$ cat config.mk
export PLATFORM = sky130hd
export DESIGN_NAME = thermal_throttle_level_control_flat
export DESIGN_NICKNAME = d
export VERILOG_FILES = /design/src/rtl/ttl_pkg.sv /design/src/rtl/ttl_if.sv /design/src/rtl/ttl_cfg_regs.sv /design/src/rtl/ttl_decide.sv /design/src/rtl/thermal_throttle_level_control.sv /design/src/flat_wrapper.sv
export SDC_FILE = /design/constraint.sdc
export NUM_CORES = 1
export LEC_CHECK = 0
export BUFFER_PORTS_ARGS = -buffer_cell sky130_fd_sc_hd__buf_2
export CAP_MARGIN = 40
export CELL_PAD_IN_SITES_DETAIL_PLACEMENT = 0
export CELL_PAD_IN_SITES_GLOBAL_PLACEMENT = 1
export CORE_ASPECT_RATIO = 0.75
export CORE_MARGIN = 4
export CORE_UTILIZATION = 45
export DETAILED_ROUTE_END_ITERATION = 10
export PLACE_DENSITY_LB_ADDON = 0.25
export SYNTH_ARGS = -nofsm -noshare
export SYNTH_HDL_FRONTEND = slang
export SYNTH_SLANG_ARGS = --single-unit
$ cat constraint.sdc
create_clock -name clk -period 7 [get_ports clk]
set_clock_uncertainty 0.2 [all_clocks]
set_input_delay 0.7 -clock clk [delete_from_list [all_inputs] [get_ports clk]]
set_output_delay 0.7 -clock clk [all_outputs]
set_load 0.1 [all_outputs]
$ cat src/rtl/ttl_pkg.sv
// Shared types and constants for the thermal throttle level controller.
// No dependencies; every other file refers to this package by scoped names.
package ttl_pkg;

  localparam int TEMP_BITS      = 10;
  localparam int FREQ_BITS      = 22;
  localparam int TIME_BITS      = 32;
  localparam int ELAPSED_BITS   = 16;
  localparam int LEVEL_BITS     = 2;
  localparam int CFG_INDEX_BITS = 3;
  localparam int BAND_BITS      = 2 * TEMP_BITS;
  localparam int CFG_DATA_BITS  = (BAND_BITS > FREQ_BITS) ? BAND_BITS : FREQ_BITS;

  // Register indexes on the configuration channel
  typedef enum logic [CFG_INDEX_BITS-1:0] {
    REG_SHUT_LIMIT    = 3'd0,
    REG_LOW_BAND      = 3'd1,
    REG_MID_BAND      = 3'd2,
    REG_MAX_BAND      = 3'd3,
    REG_LOW_CAP_FREQ  = 3'd4,
    REG_MID_CAP_FREQ  = 3'd5,
    REG_MAX_CAP_FREQ  = 3'd6,
    REG_FALLBACK_FREQ = 3'd7
  } cfg_reg_t;

  typedef enum logic [LEVEL_BITS-1:0] {
    LEVEL_NONE = 2'd0,
    LEVEL_LOW  = 2'd1,
    LEVEL_MID  = 2'd2,
    LEVEL_MAX  = 2'd3
  } level_t;

  typedef struct packed {
    logic [TEMP_BITS-1:0] shut_limit;
    logic [TEMP_BITS-1:0] low_trip;
    logic [TEMP_BITS-1:0] low_clear;
    logic [TEMP_BITS-1:0] mid_trip;
    logic [TEMP_BITS-1:0] mid_clear;
    logic [TEMP_BITS-1:0] max_trip;
    logic [TEMP_BITS-1:0] max_clear;
    logic [FREQ_BITS-1:0] low_cap_freq;
    logic [FREQ_BITS-1:0] mid_cap_freq;
    logic [FREQ_BITS-1:0] max_cap_freq;
    logic [FREQ_BITS-1:0] fallback_freq;
  } cfg_t;

  typedef struct packed {
    logic [TEMP_BITS-1:0]    temp_sample;
    logic                    sample_valid;
    logic [FREQ_BITS-1:0]    current_ceiling;
    logic [ELAPSED_BITS-1:0] elapsed_ms;
  } sample_t;

  typedef struct packed {
    level_t               level;
    logic [FREQ_BITS-1:0] saved_ceiling;
    logic [TIME_BITS-1:0] low_time;
    logic [TIME_BITS-1:0] mid_time;
    logic [TIME_BITS-1:0] max_time;
  } state_t;

  typedef struct packed {
    level_t               level;
    logic                 apply_cap;
    logic [FREQ_BITS-1:0] cap_freq;
    logic                 shutdown_request;
    logic                 wake_cores;
    logic [TIME_BITS-1:0] time_low_ms;
    logic [TIME_BITS-1:0] time_mid_ms;
    logic [TIME_BITS-1:0] time_max_ms;
  } result_t;

endpackage

$ cat src/rtl/ttl_if.sv
// Valid/ready channel interfaces: temperature samples, throttle results and
// configuration writes. Depends on ttl_pkg for field widths.
interface ttl_sample_if;
  logic                             valid;
  logic                             ready;
  logic [ttl_pkg::TEMP_BITS-1:0]    temp_sample;
  logic                             sample_valid;
  logic [ttl_pkg::FREQ_BITS-1:0]    current_ceiling;
  logic [ttl_pkg::ELAPSED_BITS-1:0] elapsed_ms;

  modport source (output valid, temp_sample, sample_valid, current_ceiling, elapsed_ms,
                  input ready);
  modport sink (input valid, temp_sample, sample_valid, current_ceiling, elapsed_ms,
                output ready);
endinterface

interface ttl_result_if;
  logic                           valid;
  logic                           ready;
  logic [ttl_pkg::LEVEL_BITS-1:0] level;
  logic                           apply_cap;
  logic [ttl_pkg::FREQ_BITS-1:0]  cap_freq;
  logic                           shutdown_request;
  logic                           wake_cores;
  logic [ttl_pkg::TIME_BITS-1:0]  time_low_ms;
  logic [ttl_pkg::TIME_BITS-1:0]  time_mid_ms;
  logic [ttl_pkg::TIME_BITS-1:0]  time_max_ms;

  modport source (output valid, level, apply_cap, cap_freq, shutdown_request, wake_cores,
                  time_low_ms, time_mid_ms, time_max_ms, input ready);
  modport sink (input valid, level, apply_cap, cap_freq, shutdown_request, wake_cores,
                time_low_ms, time_mid_ms, time_max_ms, output ready);
endinterface

interface ttl_cfg_if;
  logic                               valid;
  logic                               ready;
  logic [ttl_pkg::CFG_INDEX_BITS-1:0] index;
  logic [ttl_pkg::CFG_DATA_BITS-1:0]  data;

  modport source (output valid, index, data, input ready);
  modport sink (input valid, index, data, output ready);
endinterface

$ cat src/rtl/ttl_cfg_regs.sv
// Configuration register file: thresholds, band splits and frequency ceilings.
// Depends on ttl_pkg and ttl_if (ttl_cfg_if).
module ttl_cfg_regs (
  input  logic          clk,
  input  logic          rst,
  ttl_cfg_if.sink       cfg,
  output ttl_pkg::cfg_t regs
);

  // Writes are always taken
  assign cfg.ready = 1'b1;

  always_ff @(posedge clk) begin
    if (rst) begin
      regs.shut_limit    <= '1;
      regs.low_trip      <= '0;
      regs.low_clear     <= '0;
      regs.mid_trip      <= '0;
      regs.mid_clear     <= '0;
      regs.max_trip      <= '0;
      regs.max_clear     <= '0;
      regs.low_cap_freq  <= '0;
      regs.mid_cap_freq  <= '0;
      regs.max_cap_freq  <= '0;
      regs.fallback_freq <= '0;
    end else if (cfg.valid) begin
      unique case (ttl_pkg::cfg_reg_t'(cfg.index))
        ttl_pkg::REG_SHUT_LIMIT: regs.shut_limit <= cfg.data[ttl_pkg::TEMP_BITS-1:0];
        ttl_pkg::REG_LOW_BAND: begin
          regs.low_trip  <= cfg.data[ttl_pkg::TEMP_BITS-1:0];
          regs.low_clear <= cfg.data[ttl_pkg::BAND_BITS-1:ttl_pkg::TEMP_BITS];
        end
        ttl_pkg::REG_MID_BAND: begin
          regs.mid_trip  <= cfg.data[ttl_pkg::TEMP_BITS-1:0];
          regs.mid_clear <= cfg.data[ttl_pkg::BAND_BITS-1:ttl_pkg::TEMP_BITS];
        end
        ttl_pkg::REG_MAX_BAND: begin
          regs.max_trip  <= cfg.data[ttl_pkg::TEMP_BITS-1:0];
          regs.max_clear <= cfg.data[ttl_pkg::BAND_BITS-1:ttl_pkg::TEMP_BITS];
        end
        ttl_pkg::REG_LOW_CAP_FREQ:  regs.low_cap_freq  <= cfg.data[ttl_pkg::FREQ_BITS-1:0];
        ttl_pkg::REG_MID_CAP_FREQ:  regs.mid_cap_freq  <= cfg.data[ttl_pkg::FREQ_BITS-1:0];
        ttl_pkg::REG_MAX_CAP_FREQ:  regs.max_cap_freq  <= cfg.data[ttl_pkg::FREQ_BITS-1:0];
        ttl_pkg::REG_FALLBACK_FREQ: regs.fallback_freq <= cfg.data[ttl_pkg::FREQ_BITS-1:0];
      endcase
    end
  end

endmodule

$ cat src/rtl/ttl_decide.sv
// Combinational throttle decision: time accounting, shutdown forcing, ceiling
// save and the trip/clear priority chain. Depends on ttl_pkg.
module ttl_decide (
  input  ttl_pkg::sample_t smp,
  input  ttl_pkg::state_t  cur,
  input  ttl_pkg::cfg_t    regs,
  output ttl_pkg::state_t  nxt,
  output ttl_pkg::result_t res
);

  logic [ttl_pkg::TIME_BITS:0]     low_sum;
  logic [ttl_pkg::TIME_BITS:0]     mid_sum;
  logic [ttl_pkg::TIME_BITS:0]     max_sum;
  logic [ttl_pkg::TIME_BITS-1:0]   low_time_next;
  logic [ttl_pkg::TIME_BITS-1:0]   mid_time_next;
  logic [ttl_pkg::TIME_BITS-1:0]   max_time_next;
  logic [ttl_pkg::TEMP_BITS-1:0]   t;
  logic                            shut;
  ttl_pkg::level_t                 lv;
  logic [ttl_pkg::FREQ_BITS-1:0]   saved;
  ttl_pkg::level_t                 lv_next;
  logic                            apply;
  logic                            wake;
  logic [ttl_pkg::FREQ_BITS-1:0]   cap;

  // Elapsed time goes to the level held before this sample, saturating
  assign low_sum = {1'b0, cur.low_time} + {{(ttl_pkg::TIME_BITS + 1 - ttl_pkg::ELAPSED_BITS){1'b0}},
                                          smp.elapsed_ms};
  assign mid_sum = {1'b0, cur.mid_time} + {{(ttl_pkg::TIME_BITS + 1 - ttl_pkg::ELAPSED_BITS){1'b0}},
                                          smp.elapsed_ms};
  assign max_sum = {1'b0, cur.max_time} + {{(ttl_pkg::TIME_BITS + 1 - ttl_pkg::ELAPSED_BITS){1'b0}},
                                          smp.elapsed_ms};

  always_comb begin
    low_time_next = cur.low_time;
    mid_time_next = cur.mid_time;
    max_time_next = cur.max_time;
    unique case (cur.level)
      ttl_pkg::LEVEL_LOW: low_time_next = low_sum[ttl_pkg::TIME_BITS] ? '1 :
                                          low_sum[ttl_pkg::TIME_BITS-1:0];
      ttl_pkg::LEVEL_MID: mid_time_next = mid_sum[ttl_pkg::TIME_BITS] ? '1 :
                                          mid_sum[ttl_pkg::TIME_BITS-1:0];
      ttl_pkg::LEVEL_MAX: max_time_next = max_sum[ttl_pkg::TIME_BITS] ? '1 :
                                          max_sum[ttl_pkg::TIME_BITS-1:0];
      ttl_pkg::LEVEL_NONE: ;
    endcase
  end

  assign nxt.low_time = low_time_next;
  assign nxt.mid_time = mid_time_next;
  assign nxt.max_time = max_time_next;

  // Shutdown forcing and pre-throttle ceiling save
  assign t     = smp.temp_sample;
  assign shut  = smp.sample_valid && (t >= regs.shut_limit);
  assign lv    = shut ? ttl_pkg::LEVEL_MAX : cur.level;
  assign saved = (lv == ttl_pkg::LEVEL_NONE) ? smp.current_ceiling : cur.saved_ceiling;

  // Trip/clear chain, first match wins
  always_comb begin
    lv_next = lv;
    apply   = 1'b0;
    wake    = 1'b0;
    cap     = '0;
    priority if (t >= regs.low_trip && t < regs.mid_trip && lv == ttl_pkg::LEVEL_NONE) begin
      apply = 1'b1; cap = regs.low_cap_freq; lv_next = ttl_pkg::LEVEL_LOW;
    end else if (t < regs.low_clear && lv != ttl_pkg::LEVEL_NONE) begin
      apply = 1'b1; wake = 1'b1; lv_next = ttl_pkg::LEVEL_NONE;
      cap = (saved != '0) ? saved : regs.fallback_freq;
    end else if (t >= regs.mid_trip && t < regs.max_trip && lv <= ttl_pkg::LEVEL_LOW) begin
      apply = 1'b1; cap = regs.mid_cap_freq; lv_next = ttl_pkg::LEVEL_MID;
    end else if (t < regs.mid_clear && lv >= ttl_pkg::LEVEL_MID) begin
      apply = 1'b1; cap = regs.low_cap_freq; lv_next = ttl_pkg::LEVEL_LOW;
    end else if (t >= regs.max_trip) begin
      apply = 1'b1; cap = regs.max_cap_freq; lv_next = ttl_pkg::LEVEL_MAX;
    end else if (t < regs.max_clear && lv == ttl_pkg::LEVEL_MAX) begin
      apply = 1'b1; cap = regs.mid_cap_freq; lv_next = ttl_pkg::LEVEL_MID;
    end else if (shut) begin
      apply = 1'b1; cap = regs.max_cap_freq;
    end else begin
      apply = 1'b0;
    end
  end

  // An invalid sample leaves level and saved ceiling alone and decides nothing
  assign nxt.level         = smp.sample_valid ? lv_next : cur.level;
  assign nxt.saved_ceiling = smp.sample_valid ? saved : cur.saved_ceiling;

  assign res.level            = nxt.level;
  assign res.apply_cap        = smp.sample_valid && apply;
  assign res.cap_freq         = smp.sample_valid ? cap : '0;
  assign res.shutdown_request = shut;
  assign res.wake_cores       = smp.sample_valid && wake;
  assign res.time_low_ms      = low_time_next;
  assign res.time_mid_ms      = mid_time_next;
  assign res.time_max_ms      = max_time_next;

endmodule

$ cat src/rtl/thermal_throttle_level_control.sv
// Top level of the thermal throttle level controller.
// Depends on ttl_pkg, ttl_if, ttl_cfg_regs and ttl_decide.
//
// One temperature sample in, one result out. A sample is captured in an input
// register at its transfer and decided combinationally against the throttle
// state; the result register is written when the stage advances, and the
// result is offered from there. A new sample can be taken every cycle unless
// the input register stalls; the throttle state register closes its loop
// through the combinational decision alone. The input register only stalls
// when it is full and the result waits. Write configuration only while no
// sample is in flight; writes are always taken and the register file resets
// to shutdown at full scale, all else zero.
module thermal_throttle_level_control (
  input  logic         clk,
  input  logic         rst,
  ttl_sample_if.sink   sample,
  ttl_result_if.source result,
  ttl_cfg_if.sink      cfg
);

  ttl_pkg::cfg_t    regs;
  logic             s1_valid;
  ttl_pkg::sample_t s1_sample;
  ttl_pkg::state_t  state;
  ttl_pkg::state_t  state_next;
  ttl_pkg::result_t res_next;
  logic             out_valid;
  ttl_pkg::result_t out_data;
  logic             advance;

  ttl_cfg_regs u_cfg_regs (
    .clk  (clk),
    .rst  (rst),
    .cfg  (cfg),
    .regs (regs)
  );

  ttl_decide u_decide (
    .smp  (s1_sample),
    .cur  (state),
    .regs (regs),
    .nxt  (state_next),
    .res  (res_next)
  );

  // Stage moves when the result register is empty or being drained
  assign advance      = !out_valid || result.ready;
  assign sample.ready = !s1_valid || advance;

  // Input register
  always_ff @(posedge clk) begin
    if (rst) begin
      s1_valid <= 1'b0;
    end else if (sample.ready) begin
      s1_valid <= sample.valid;
    end
  end

  always_ff @(posedge clk) begin
    if (sample.valid && sample.ready) begin
      s1_sample.temp_sample     <= sample.temp_sample;
      s1_sample.sample_valid    <= sample.sample_valid;
      s1_sample.current_ceiling <= sample.current_ceiling;
      s1_sample.elapsed_ms      <= sample.elapsed_ms;
    end
  end

  // Throttle state, updated once per decided sample
  always_ff @(posedge clk) begin
    if (rst) begin
      state <= '0;
    end else if (s1_valid && advance) begin
      state <= state_next;
    end
  end

  // Result register
  always_ff @(posedge clk) begin
    if (rst) begin
      out_valid <= 1'b0;
    end else if (advance) begin
      out_valid <= s1_valid;
    end
  end

  always_ff @(posedge clk) begin
    if (s1_valid && advance) begin
      out_data <= res_next;
    end
  end

  assign result.valid            = out_valid;
  assign result.level            = out_data.level;
  assign result.apply_cap        = out_data.apply_cap;
  assign result.cap_freq         = out_data.cap_freq;
  assign result.shutdown_request = out_data.shutdown_request;
  assign result.wake_cores       = out_data.wake_cores;
  assign result.time_low_ms      = out_data.time_low_ms;
  assign result.time_mid_ms      = out_data.time_mid_ms;
  assign result.time_max_ms      = out_data.time_max_ms;

  // Level only moves when a sample is decided
  a_level_hold: assert property (@(posedge clk) disable iff (rst)
    !(s1_valid && advance) |=> $stable(state.level))
    else $error("throttle level changed without a decided sample");

  // A shutdown request always comes with a ceiling to apply
  a_shutdown_cap: assert property (@(posedge clk) disable iff (rst)
    (out_valid && out_data.shutdown_request) |-> out_data.apply_cap)
    else $error("shutdown request without a ceiling to apply");

  // Waking cores only comes with a cap restore to level none
  a_wake_clear: assert property (@(posedge clk) disable iff (rst)
    (out_valid && out_data.wake_cores) |->
      (out_data.apply_cap && out_data.level == ttl_pkg::LEVEL_NONE))
    else $error("wake_cores without a restore to level none");

  // Time counters never run backwards
  a_time_mono: assert property (@(posedge clk) disable iff (rst)
    !$past(rst) |-> (state.low_time >= $past(state.low_time) &&
                     state.mid_time >= $past(state.mid_time) &&
                     state.max_time >= $past(state.max_time)))
    else $error("level time counter decreased");

endmodule
$ cat src/flat_wrapper.sv
// flat-port wrapper written by rule: the top's interface ports become plain ports
module thermal_throttle_level_control_flat 
  (clk, rst, sample_valid, sample_temp_sample, sample_sample_valid, sample_current_ceiling, sample_elapsed_ms, sample_ready, result_valid, result_level, result_apply_cap, result_cap_freq, result_shutdown_request, result_wake_cores, result_time_low_ms, result_time_mid_ms, result_time_max_ms, result_ready, cfg_valid, cfg_index, cfg_data, cfg_ready);
  ttl_sample_if sample_i ();
  ttl_result_if result_i ();
  ttl_cfg_if cfg_i ();
  input  logic clk;
  input  logic rst;
  input wire logic [$bits(sample_i.valid)-1:0] sample_valid;
  input wire logic [$bits(sample_i.temp_sample)-1:0] sample_temp_sample;
  input wire logic [$bits(sample_i.sample_valid)-1:0] sample_sample_valid;
  input wire logic [$bits(sample_i.current_ceiling)-1:0] sample_current_ceiling;
  input wire logic [$bits(sample_i.elapsed_ms)-1:0] sample_elapsed_ms;
  output wire logic [$bits(sample_i.ready)-1:0] sample_ready;
  output wire logic [$bits(result_i.valid)-1:0] result_valid;
  output wire logic [$bits(result_i.level)-1:0] result_level;
  output wire logic [$bits(result_i.apply_cap)-1:0] result_apply_cap;
  output wire logic [$bits(result_i.cap_freq)-1:0] result_cap_freq;
  output wire logic [$bits(result_i.shutdown_request)-1:0] result_shutdown_request;
  output wire logic [$bits(result_i.wake_cores)-1:0] result_wake_cores;
  output wire logic [$bits(result_i.time_low_ms)-1:0] result_time_low_ms;
  output wire logic [$bits(result_i.time_mid_ms)-1:0] result_time_mid_ms;
  output wire logic [$bits(result_i.time_max_ms)-1:0] result_time_max_ms;
  input wire logic [$bits(result_i.ready)-1:0] result_ready;
  input wire logic [$bits(cfg_i.valid)-1:0] cfg_valid;
  input wire logic [$bits(cfg_i.index)-1:0] cfg_index;
  input wire logic [$bits(cfg_i.data)-1:0] cfg_data;
  output wire logic [$bits(cfg_i.ready)-1:0] cfg_ready;
  assign sample_i.valid = sample_valid;
  assign sample_i.temp_sample = sample_temp_sample;
  assign sample_i.sample_valid = sample_sample_valid;
  assign sample_i.current_ceiling = sample_current_ceiling;
  assign sample_i.elapsed_ms = sample_elapsed_ms;
  assign sample_ready = sample_i.ready;
  assign result_valid = result_i.valid;
  assign result_level = result_i.level;
  assign result_apply_cap = result_i.apply_cap;
  assign result_cap_freq = result_i.cap_freq;
  assign result_shutdown_request = result_i.shutdown_request;
  assign result_wake_cores = result_i.wake_cores;
  assign result_time_low_ms = result_i.time_low_ms;
  assign result_time_mid_ms = result_i.time_mid_ms;
  assign result_time_max_ms = result_i.time_max_ms;
  assign result_i.ready = result_ready;
  assign cfg_i.valid = cfg_valid;
  assign cfg_i.index = cfg_index;
  assign cfg_i.data = cfg_data;
  assign cfg_ready = cfg_i.ready;
  thermal_throttle_level_control u_core (.clk(clk), .rst(rst), .sample(sample_i), .result(result_i), .cfg(cfg_i));
endmodule
==> impl_metrics.csv <==
group,metric,value,unit
placement,buffer_ports.inserted,203,
drt,drtAntennaViolNets,0,
synthesis,synthXorXnorAreaFrac,1.67,%
die,floorplan.die.width,267,um
clocking,clock-sinks,452,
hold_path,min_path_type,"input port to flop",
clocking,htreeDepth,2,
placement,inst_count_dp,3186,
synthesis,synth_top_family_by_area,"compound AO/OA/AOI/OAI gates",
power_and_ir_drop,power.ir.vdd_worst,0.163,mV
layout,area_growth_syn_to_layout,14.1,%
drt,route.vias.total,19000,
global_routing,grt_antenna_before_repair,5,
die,die_h,202,um
timing,slew_headroom,23.2,%
timing,fin_ws,2.96,ns
drt,detail_routed_via_count_per_cell,5.81,
timing,rsz0062_at_grt,"no",
synthesis,synth.area.mux_share,2.61,%
layout,nNetsFinal,2783,
timing,report.final.setup_viol,0,
clocking,worstSkewPairLatency,0.60,ns
synthesis,synth-main-ff-cell,"sky130_fd_sc_hd__dfxtp_1",
drt,drc_violation_total_after_the_first_tritonroute_iteration,1731,
power_and_ir_drop,power.density,244,nW/um2
worst_setup_path,crit_path_end_kind,"flop",
synthesis,gate_count_post_synth,2452,
timing,finalCritPeriodShare,57.7,%
worst_setup_path,worst-path-max-fanout,23,
global_routing,grt_start_max_net_pins,218,
global_routing,grt_pass1_vias,17900,
synthesis,post_synthesis_compound_gate_area_fraction,20.1,%
clocking,tritoncts_buffers,46,
clocking,clock_tree.buffer_depth,3,
synthesis,synth_edf_count,172,
worst_setup_path,required,7.13,ns
clocking,clock_transition_at_the_register_clock_pins_on_the_worst_setup_and_hold_paths_after_cts,0.06,ns
die,core_area,49200,um2
flow_run,drv.max_cap_violation_count,0,
synthesis,synth_area_leader_cell,"sky130_fd_sc_hd__dfxtp_1",
timing,final_critical_path_time_including_i_o_delays_and_setup,4.04,ns
synthesis,avgSynthCellArea,9.22,um2
synthesis,post_synth_main_area_contributors,"sky130_fd_sc_hd__dfxtp_1, sky130_fd_sc_hd__edfxtp_1, sky130_fd_sc_hd__nand2_1",
status,result_of_the_run,"complete, no violations",
global_routing,grt_first_pass_wirelength,103000,um
drt,drt_wl_total,66900,um
synthesis,synth-seq-area-share,47.6,%
synthesis,synthesis.yosys.warnings,0,
die,ioPinCount,205,
worst_setup_path,worst_ep_arrival_time,4.17,ns
layout,final.fill_count,4526,
synthesis,post_synth_instance_area,22600,um2
worst_setup_path,worst_setup_sp_type,"flop",
worst_setup_path,critPathKind,"flop to flop",
synthesis,mappedNetlistNets,2649,
synthesis,yosys_register_bits,452,
synthesis,synth_fa_ha_area_share,6.63,%
layout,regArea,10800,um2
die,floorplan.initialDensity,45.9,%
placement,place_worst_setup_slack,2.95,ns
layout,post_route_cells_drive_above_1_share,14.1,%
clocking,post_cts_buffers,0,
global_routing,grt.overflow.total,0,
placement,place_congestion,0.909,
timing,timing_hold_violations_final,0,
drt,remaining_drc_errors,0,
clocking,clockRootBuffer,"sky130_fd_sc_hd__clkbuf_16",
synthesis,synthDistinctLibCells,88,
synthesis,synth-async-reset-ratio,0,%
clocking,tritoncts_clock_tree,"built",
global_routing,global_route.usage.total,24.1,%
synthesis,synthDominantCellAreaShare,24.8,%
timing,final.setup.tns,0,ns
layout,multi_input_comb_area,10900,um2
synthesis,synth_simple_gate_area_share,16.8,%
drt,first_pass_drt_iterations,6,
die,die-area,53900,um2
layout,postLayoutCoreUtil,52.4,%
clocking,cts-resized-gates,0,
power_and_ir_drop,power.leakage,0.00953,uW
timing,timing_max_transition_violations_final,0,
placement,place_hpwl,47200,um
drt,avgRoutedWirePerCell,20.4,um
timing,fmax,248,MHz
clocking,hold_buffers,0,
timing,worst_max_slew_pin_slew,1.15,ns
layout,layout.cells.non_filler,3273,
die,fp-row-count,70,
==> metal layers <==
| metal | part of all wire, % | up-vias | track usage (%) |
|---|---|---|---|
| met1 | 48 | 9124 | 37.2 |
| met5 | 0 | - | 0 |
| met3 | 8.1 | 105 | 4.13 |
| li1 | - | 9138 | - |
| met4 | 2.2 | 0 | 6.15 |
| met2 | 41 | 656 | 34.7 |
==> placed cells by master (no fill, tap or decap), types with 30 or more instances in the layout <==
master	instances
sky130_fd_sc_hd__a311oi_1	49
sky130_fd_sc_hd__nand2_1	452
sky130_fd_sc_hd__mux2i_1	42
sky130_fd_sc_hd__a31oi_1	30
sky130_fd_sc_hd__dfxtp_1	280
sky130_fd_sc_hd__edfxtp_1	172
sky130_fd_sc_hd__nor3_1	32
sky130_fd_sc_hd__nor2_1	169
sky130_fd_sc_hd__ha_1	115
sky130_fd_sc_hd__nand3_1	45
sky130_fd_sc_hd__clkbuf_16	46
sky130_fd_sc_hd__inv_1	98
sky130_fd_sc_hd__o21ai_0	86
sky130_fd_sc_hd__a21oi_1	226
sky130_fd_sc_hd__a211oi_1	92
sky130_fd_sc_hd__buf_2	202
==> area by class of cell <==
cell class | count | area share [%]
multi-input cells | 1748 | 42.1
flip-flops and latches | 452 | 41.7
repair buffers | 239 | 5.89
clock buffers | 66 | 4.95
well taps | 648 | 3.14
inverters | 99 | 1.47
clock inverters | 20 | 0.732
diodes | 1 | 0.00970
==> report_power, final <==
part | switching, uW | internal (uW)
clock | 1080 | 1360
sequential | 76.6 | 2840
combinational | 704 | 252
total | 1860 | 4450
==> final timing paths <==
check	from	cells after the start	end	slack, ns
max	u_core.s1_sample[0]$_DFFE_PP_	12	u_core.result.time_max_ms[19]$_DFFE_PP_	2.96
min	sample_current_ceiling[3]	1	u_core.s1_sample[19]$_DFFE_PP_	0.08
max reg2reg	u_core.s1_sample[0]$_DFFE_PP_	12	u_core.result.time_max_ms[19]$_DFFE_PP_	2.96
min reg2reg	u_core.u_cfg_regs.regs[39]$_SDFFE_PP0P_	2	u_core.u_cfg_regs.regs[39]$_SDFFE_PP0P_	0.25
==> synth_stat cells, types with 6 or more instances <==
cell type	n
sky130_fd_sc_hd__o21a_1	23
sky130_fd_sc_hd__xor2_1	18
sky130_fd_sc_hd__a21oi_1	226
sky130_fd_sc_hd__mux2_2	15
sky130_fd_sc_hd__clkbuf_2	10
sky130_fd_sc_hd__nor4_1	18
sky130_fd_sc_hd__nor2b_1	21
sky130_fd_sc_hd__buf_2	18
sky130_fd_sc_hd__nor3_1	35
sky130_fd_sc_hd__xnor2_1	25
sky130_fd_sc_hd__o211ai_1	14
sky130_fd_sc_hd__and3_1	22
sky130_fd_sc_hd__o2111ai_1	10
sky130_fd_sc_hd__a21o_1	27
sky130_fd_sc_hd__and4_1	13
sky130_fd_sc_hd__edfxtp_1	172
sky130_fd_sc_hd__inv_1	98
sky130_fd_sc_hd__ha_1	115
sky130_fd_sc_hd__nand3_1	45
sky130_fd_sc_hd__a311oi_1	49
sky130_fd_sc_hd__o21ai_0	86
sky130_fd_sc_hd__mux2i_1	42
sky130_fd_sc_hd__a211o_1	16
sky130_fd_sc_hd__or3_1	6
sky130_fd_sc_hd__a31oi_1	30
sky130_fd_sc_hd__dfxtp_1	280
sky130_fd_sc_hd__a22oi_1	23
sky130_fd_sc_hd__a211oi_1	92
sky130_fd_sc_hd__nand2_1	452
sky130_fd_sc_hd__nand2b_1	16
sky130_fd_sc_hd__o31a_1	7
sky130_fd_sc_hd__a41oi_1	7
sky130_fd_sc_hd__nand4_1	13
sky130_fd_sc_hd__and2_1	15
sky130_fd_sc_hd__buf_4	6
sky130_fd_sc_hd__clkbuf_1	111
sky130_fd_sc_hd__nor2_1	175
sky130_fd_sc_hd__o31ai_1	8
==> state kept, by name, indices dropped and copies added (netlist names) <==
| register | cells |
|---|---|
| u_core.result.apply_cap | 1 |
| u_core.result.cap_freq | 22 |
| u_core.result.level | 2 |
| u_core.result.shutdown_request | 1 |
| u_core.result.time_low_ms | 32 |
| u_core.result.time_max_ms | 32 |
| u_core.result.time_mid_ms | 32 |
| u_core.result.valid | 1 |
| u_core.result.wake_cores | 1 |
| u_core.s1_sample | 49 |
| u_core.s1_valid | 1 |
| u_core.state | 120 |
| u_core.u_cfg_regs.regs | 158 |
==> cell families (layout without fill, tap and decap cells) <==
kind of cell | Yosys count | in the layout
simple gates | 856 | 856
compound gates | 673 | 673
flops | 452 | 452
buf+inv | 252 | 424
fa+ha+maj | 118 | 118
mux | 57 | 57
xor+xnor | 43 | 43
other cells | 1 | 2
==> critical path: stages, from the launching register on <==
cell and delay (ns):
sky130_fd_sc_hd__edfxtp_1 0.45, sky130_fd_sc_hd__ha_1 0.24, sky130_fd_sc_hd__inv_1 0.07, sky130_fd_sc_hd__fa_1 0.22, sky130_fd_sc_hd__nor2b_4 0.05, sky130_fd_sc_hd__o31a_1 0.30, sky130_fd_sc_hd__o41ai_4 0.28, sky130_fd_sc_hd__o21ai_2 0.19
sky130_fd_sc_hd__o31ai_4 0.41, sky130_fd_sc_hd__or3_1 0.64, sky130_fd_sc_hd__buf_4 0.38, sky130_fd_sc_hd__and4_4 0.26, sky130_fd_sc_hd__a21oi_1 0.07
==> through the flow <==
step	hold WS [ns]	cell area, um2	total power, uW
final	0.0776	25800	6300
after global routing	0.0350	25800	6550
after CTS	0.0338	25800	6360
after detailed placement	0.246	24300	3920
after global placement	0.242	23900	3880
after floorplan	0.236	22600	3660
(Power assumes the default switching activity.)
